## config.mk

```make
export PLATFORM = sky130hd
export DESIGN_NAME = lgs_row_unit
export DESIGN_NICKNAME = d
export VERILOG_FILES = /design/src/hdl/lgs_pkg.sv /design/src/hdl/lgs_row_unit.sv
export SDC_FILE = /design/constraint.sdc
export NUM_CORES = 1
export LEC_CHECK = 0
export CAP_MARGIN = 0
export CORE_MARGIN = 4
export CORE_UTILIZATION = 55
export DETAILED_ROUTE_END_ITERATION = 8
export DONT_BUFFER_PORTS = 1
export MAX_ROUTING_LAYER = met4
export PLACE_DENSITY = 0.68
export SYNTH_ARGS = -nofsm -noshare
export SYNTH_HDL_FRONTEND = slang
export SYNTH_SLANG_ARGS = --single-unit
export TNS_END_PERCENT = 1
```

## constraint.sdc

```tcl
create_clock -name vclk -period 14.55
set_clock_uncertainty 0.05 [all_clocks]
set_input_delay 2.91 -clock vclk [all_inputs]
set_output_delay 2.91 -clock vclk [all_outputs]
set_load 0.05 [all_outputs]
```

## src/hdl/lgs_pkg.sv

```systemverilog
// Package for the life grid generation step block.
// Sizes, codes, word types and the shade table, shared by all modules in hdl/.
// No dependencies.
package lgs_pkg;

   localparam int MAX_WIDTH  = 32;
   localparam int MAX_HEIGHT = 32;
   localparam int COL_AW     = $clog2(MAX_WIDTH);
   localparam int ROW_AW     = $clog2(MAX_HEIGHT);
   // row index in "row plus one" form, so that the row above row 0 is representable
   localparam int IDX_W      = ROW_AW + 1;
   localparam int NUM_BANKS  = 3;
   localparam int BANK_AW    = $clog2(NUM_BANKS);
   localparam int MEM_AW     = BANK_AW + ROW_AW;
   localparam int MEM_DEPTH  = NUM_BANKS * MAX_HEIGHT;

   localparam int CFG_W      = 6;
   localparam int CFG_AW     = 1;
   localparam int GRID_RESET = 32;
   localparam int CNT_W      = 4;
   localparam int SHADE_W    = 8;

   localparam int BIRTH_COUNT   = 3;
   localparam int SURVIVE_COUNT = 2;

   localparam logic [CFG_AW-1:0] CSR_GRID_WIDTH  = 1'b0;
   localparam logic [CFG_AW-1:0] CSR_GRID_HEIGHT = 1'b1;

   localparam logic [1:0] OP_WRITE = 2'd0;
   localparam logic [1:0] OP_STEP  = 2'd1;
   localparam logic [1:0] OP_READ  = 2'd2;

   localparam logic [BANK_AW-1:0] BANK_CUR_RESET  = 2'd0;
   localparam logic [BANK_AW-1:0] BANK_PREV_RESET = 2'd1;
   localparam logic [BANK_AW-1:0] BANK_NEXT_RESET = 2'd2;

   typedef logic [MAX_WIDTH-1:0] row_type;

   typedef struct packed {
      logic [1:0]        op;
      logic [COL_AW-1:0] col;
      logic [ROW_AW-1:0] row;
      logic              cell_value;
   } req_type;

   typedef struct packed {
      logic               alive;
      logic [CNT_W-1:0]   neighbor_count;
      logic [SHADE_W-1:0] shade;
      logic               stuck;
   } rsp_type;

   typedef struct packed {
      logic              en;
      logic [MEM_AW-1:0] addr;
      row_type           data;
   } mem_wr_type;

   function automatic logic [SHADE_W-1:0] shade_of(input logic [CNT_W-1:0] n);
      logic [SHADE_W-1:0] s;
      unique case (n)
         4'd0:    s = 8'd1;
         4'd1:    s = 8'd5;
         4'd2:    s = 8'd10;
         4'd3:    s = 8'd20;
         4'd4:    s = 8'd40;
         4'd5:    s = 8'd80;
         4'd6:    s = 8'd160;
         4'd7:    s = 8'd200;
         4'd8:    s = 8'd250;
         default: s = 8'd0;
      endcase
      return s;
   endfunction

endpackage

```

## src/hdl/lgs_row_unit.sv

```systemverilog
// Row evaluation unit: neighbour counts and B3/S23 next state for a whole row.
// Fed from the three-row window; shared by step sweeps and cell reads. Uses lgs_pkg.
module lgs_row_unit (
   input  lgs_pkg::row_type                  above,
   input  lgs_pkg::row_type                  middle,
   input  lgs_pkg::row_type                  below,
   input  logic [lgs_pkg::COL_AW-1:0]        sel_col,
   output lgs_pkg::row_type                  next_row,
   output logic [lgs_pkg::CNT_W-1:0]         sel_count
);

   // zero padding either side: columns off the edge are dead
   logic [lgs_pkg::MAX_WIDTH+1:0] up_p;
   logic [lgs_pkg::MAX_WIDTH+1:0] mid_p;
   logic [lgs_pkg::MAX_WIDTH+1:0] dn_p;
   logic [lgs_pkg::CNT_W-1:0]     cnt [lgs_pkg::MAX_WIDTH];

   always_comb begin
      up_p  = {1'b0, above, 1'b0};
      mid_p = {1'b0, middle, 1'b0};
      dn_p  = {1'b0, below, 1'b0};
      for (int i = 0; i < lgs_pkg::MAX_WIDTH; i++) begin
         cnt[i] = lgs_pkg::CNT_W'(up_p[i]) + lgs_pkg::CNT_W'(up_p[i+1])
                + lgs_pkg::CNT_W'(up_p[i+2]) + lgs_pkg::CNT_W'(mid_p[i])
                + lgs_pkg::CNT_W'(mid_p[i+2]) + lgs_pkg::CNT_W'(dn_p[i])
                + lgs_pkg::CNT_W'(dn_p[i+1]) + lgs_pkg::CNT_W'(dn_p[i+2]);
         if (middle[i]) begin
            next_row[i] = (cnt[i] == lgs_pkg::CNT_W'(lgs_pkg::SURVIVE_COUNT))
                       || (cnt[i] == lgs_pkg::CNT_W'(lgs_pkg::BIRTH_COUNT));
         end else begin
            next_row[i] = (cnt[i] == lgs_pkg::CNT_W'(lgs_pkg::BIRTH_COUNT));
         end
      end
   end

   assign sel_count = cnt[sel_col];

endmodule

```

; After elaboration in Yosys (flattened, before gate mapping)
; Index checks and enable logic that the tools add are counted.
; W data, S select, Z words.
[totals]
regBits = 0
inputBits = 101
[op_classes]
addsub = 217
n_lt_le_gt_ge = 1
n_eq_ne = 64
mux = 35
bitwise = 1
n_reduce_logical = 32
[op_table]
columns = op, count
row1 = $add A4 B1 Y4, 124
row2 = $eq A4 B2 Y1 const B, 64
row3 = $add A3 B1 Y4, 31
row4 = $add A2 B1 Y3, 31
row5 = $add A1 B1 Y2, 31
row6 = $logic_or A1 B1 Y1, 32
row7 = $mux W1, 32
row8 = $bmux W4 S5, 1
row9 = $mux W4, 2
row10 = $ge A6 B6 Y1 const B, 1
row11 = $not A5 Y6, 1

; Depth between registers and ports, before layout
[logic_depth]
depth_word = 10
ltp_mapped = 12
mapped_depth_nobuf = 12

; Worst setup path before layout
; OpenSTA, ideal clock, no wires.
[synth_timing]
path_type = input port to output port
from = input port above[8]
to = output port sel_count[2] (netlist bit)
t_arrival_ns = 6.571
required_ns = 11.590
setup_slack_ns = 5.019
path_stages = 12
path_buffers = 0
cell_sequence = fa_1 inv_1 fa_1 fa_1 inv_1 ha_1 fa_1 xnor2_1 mux4_2 nand3b_1 nand4_1 o211ai_1
[synth_between]
elab_chain_len = 10
[synth_rtl]
columns = element, line_no
row1 = from (decl), lgs_row_unit.sv:4  ; input lgs_pkg::row_type above,
row2 = $add A1 B1 Y2, lgs_row_unit.sv:23  ; cnt[i] = lgs_pkg::CNT_W'(up_p[i]) + lgs_pkg::CNT_W'(up_p[i+1])
row3 = $add A2 B1 Y3, lgs_row_unit.sv:24  ; + lgs_pkg::CNT_W'(up_p[i+2]) + lgs_pkg::CNT_W'(mid_p[i])
row4 = $add A3 B1 Y4, lgs_row_unit.sv:24
row5 = $add A4 B1 Y4 (2 in a row), lgs_row_unit.sv:25  ; + lgs_pkg::CNT_W'(mid_p[i+2]) + lgs_pkg::CNT_W'(dn_p[i])
row6 = $add A4 B1 Y4 (2 in a row), lgs_row_unit.sv:26  ; + lgs_pkg::CNT_W'(dn_p[i+1]) + lgs_pkg::CNT_W'(dn_p[i+2]);
row7 = $bmux W4 S5 (*), lgs_row_unit.sv:36  ; assign sel_count = cnt[sel_col];
row8 = $mux W4 (not written as such) (*) (2 in a row), lgs_row_unit.sv:36
row9 = to (decl), lgs_row_unit.sv:9  ; output logic [lgs_pkg::CNT_W-1:0] sel_count
; Every way passes the cells marked *; elsewhere a longest branch is shown, timed or not. The select of a mux whose other input is x is not followed.

; Worst setup path after layout
; Same ends and word-level chain as after synthesis.

==> impl_results.md <==
- Status: finished, final reports clean
- Die ar.: 13800 sq um
- Commonest non-fill, non-tap cell in the layout: inv_1
- Total Wirelength: 15300 um
- Maximum vdd ir drop: 0.0533 mV
- Starting DRT DRC Count: 220
- Die Y: 117 um
- Final #Nets: 1000
- Post-Syn Nets: 1011
- Synth cell types: 46
- Critical path class: input port to primary output
- Vias per cell: 5.86
- Initial cell density of the core: 56.9%
- Power density cells: 107 nW/um^2
- WP data required: 11590 ps
- F_max: 101 MHz
- RSZ-0062 raised after global routing: no
- FF/Latch Area: 0 sq um
- Netlist Area Pre-Place: 6580 sq um
- IO buf count: 0
- Slew Viols, Final: 0
- First-pass GRT wire length: 26400 um
- Seq/Total Area, Yosys: 0%
- CTS Hold Bufs: 0
- Fin crit share: 67.7%
- Number of global-route vias before repair: 5359
- Vias: 4828
- Worst-path maximum fanout: 3
- WHS Path Cells: 2
- Leakage: 3.46 nW
- WHS Endpoint: next_row[0]
- Hold Crit Class: input port to primary output
- DRC Markers: 0
- Core ar.: 11600 sq um
- Syn. warnings: 0
- Crit start category: input port
- Seq cells: 0
- Overall Power: 716 uW
- Layout clock buffers: 0
- Util after Layout: 58.1%
- Die width: 117 um
- Cells after synthesis: 694
- Initial antenna violation count: 0
- Critical path endpoint category: primary output
- Place WS: 4670 ps
- Max-Cap Viols: 0
- Cts repair resizes: 0
- DR WL/cell: 18.6 um
- WP data arrival: 6900 ps
- Drt first pass iters: 4
- Min-delay src: middle[0]
- Ant. Diodes: 0
- Tmin final: 9860 ps
- Setup ws final: 4690 ps
- Worst-margin pin slew: 1150 ps
- Average cell area after synthesis: 9.48 sq um
- Site Rows: 39
- DP HPWL: 13900 um
- Fin. Hold Viols: 0
- Most frequent cells in the layout: 199 x inv_1, 124 x fa_1, 92 x ha_1, 33 x a21oi_1, 27 x nand3_1
- All-Layer GR Usage: 23.3%
- Gr ovfl total: 0
- Syn-to-layout area delta: 2.15%
- Io pins: 137
- Setup TNS: 0 ps
- Postcts setup bufs: 0
- Post-route ant nets: 0
- Fraction of layout cells with a size suffix above 1: 8.52%
- GPL Wtd Cong: 0.885
- Largest net degree at the start of global routing: 53
- Final Setup Violations: 0
- Slew margin rel.: 23.0%
-- layout make-up --
class,count,area (sq um)
multi-input combinational,480,5790
fill,1003,4840
inverter,201,754
tap,143,179
-- power breakdown --
part	switching (mW)	internal [mW]	total, mW
combinational	0.443	0.272	0.716
sequential	0	0	0
clock	0	0	0
total	0.443	0.272	0.716
-- how the worst max path moves through the flow --
stage / startpoint / endpoint / cells past startpoint
2_1_floorplan: above[8] / sel_count[2] / 12
3_3_place_gp: above[9] / sel_count[2] / 12
3_5_place_dp: above[9] / sel_count[2] / 12
4_1_cts: above[8] / sel_count[2] / 12
5_1_grt: above[8] / sel_count[2] / 12
6_report: above[8] / sel_count[2] / 12
-- Yosys cell counts, types with 2 or more instances --
library cell	number	area, sq um
nor2_1	25	93.8
fa_1	124	2480
mux4_2	23	518
nand2_1	16	60.1
nor2b_1	4	25.0
nand3_1	27	135
o311ai_0	3	26.3
xor2_1	21	184
o221ai_1	2	17.5
o21ai_0	22	110
nand3b_1	2	15.0
buf_2	4	20.0
o32a_1	3	30.0
a32oi_1	2	17.5
xnor2_1	9	78.8
o211a_1	3	30.0
or2_2	13	81.3
or3b_2	2	17.5
a211oi_1	3	22.5
clkbuf_1	4	15.0
a21o_1	10	75.1
or4_1	2	15.0
a21oi_1	33	165
mux2_2	3	33.8
mux4_1	4	105
o2111ai_1	2	17.5
ha_1	92	1150
inv_1	199	747
nor3_1	4	20.0
o221a_2	8	90.1
nand4_1	4	25.0
buf_1	3	11.3
o211ai_1	3	22.5
a31oi_1	3	18.8
-- routing by layer --
| metal | share of wire (%) | routed length [um] | GRT usage (%) | up-vias |
|---|---|---|---|---|
| li1 | - | - | - | 2250 |
| met1 | 42 | 6420 | 29.9 | 2423 |
| met2 | 51 | 7790 | 41.2 | 145 |
| met3 | 6.4 | 982 | 3.71 | 10 |
| met4 | 0.72 | 110 | 1.76 | 0 |
| met5 | 0 | 0 | - | - |
-- cell families after synthesis --
group                    count (synthesis)  share of synthesized area (%)
AND/OR/NAND/NOR                        101                           7.65
multiplexers                            31                           10.1
adder cells (fa/ha/maj)                216                           55.2
AO/OA/AOI/OAI                          102                           10.4
buffers and inverters                  214                           12.6
XOR/XNOR                                30                           3.99
-- worst max-delay path: stages --
cell and delay [ps]:
fa_1 520, inv_1 50, fa_1 450, fa_1 490, inv_1 40, ha_1 210
fa_1 440, xnor2_1 150, mux4_2 480, nand3b_1 100, nand4_1 130, o211ai_1 930
-- metrics by stage --
step,std cells,hold WS [ps],instance area (sq um)
floorplan,694,6040,6580
global placement,824,6010,6720
detailed placement,824,6010,6720
CTS,824,6010,6720
global route,824,6030,6720
finish,824,6020,6720
Power figures use the tool's default switching activity.
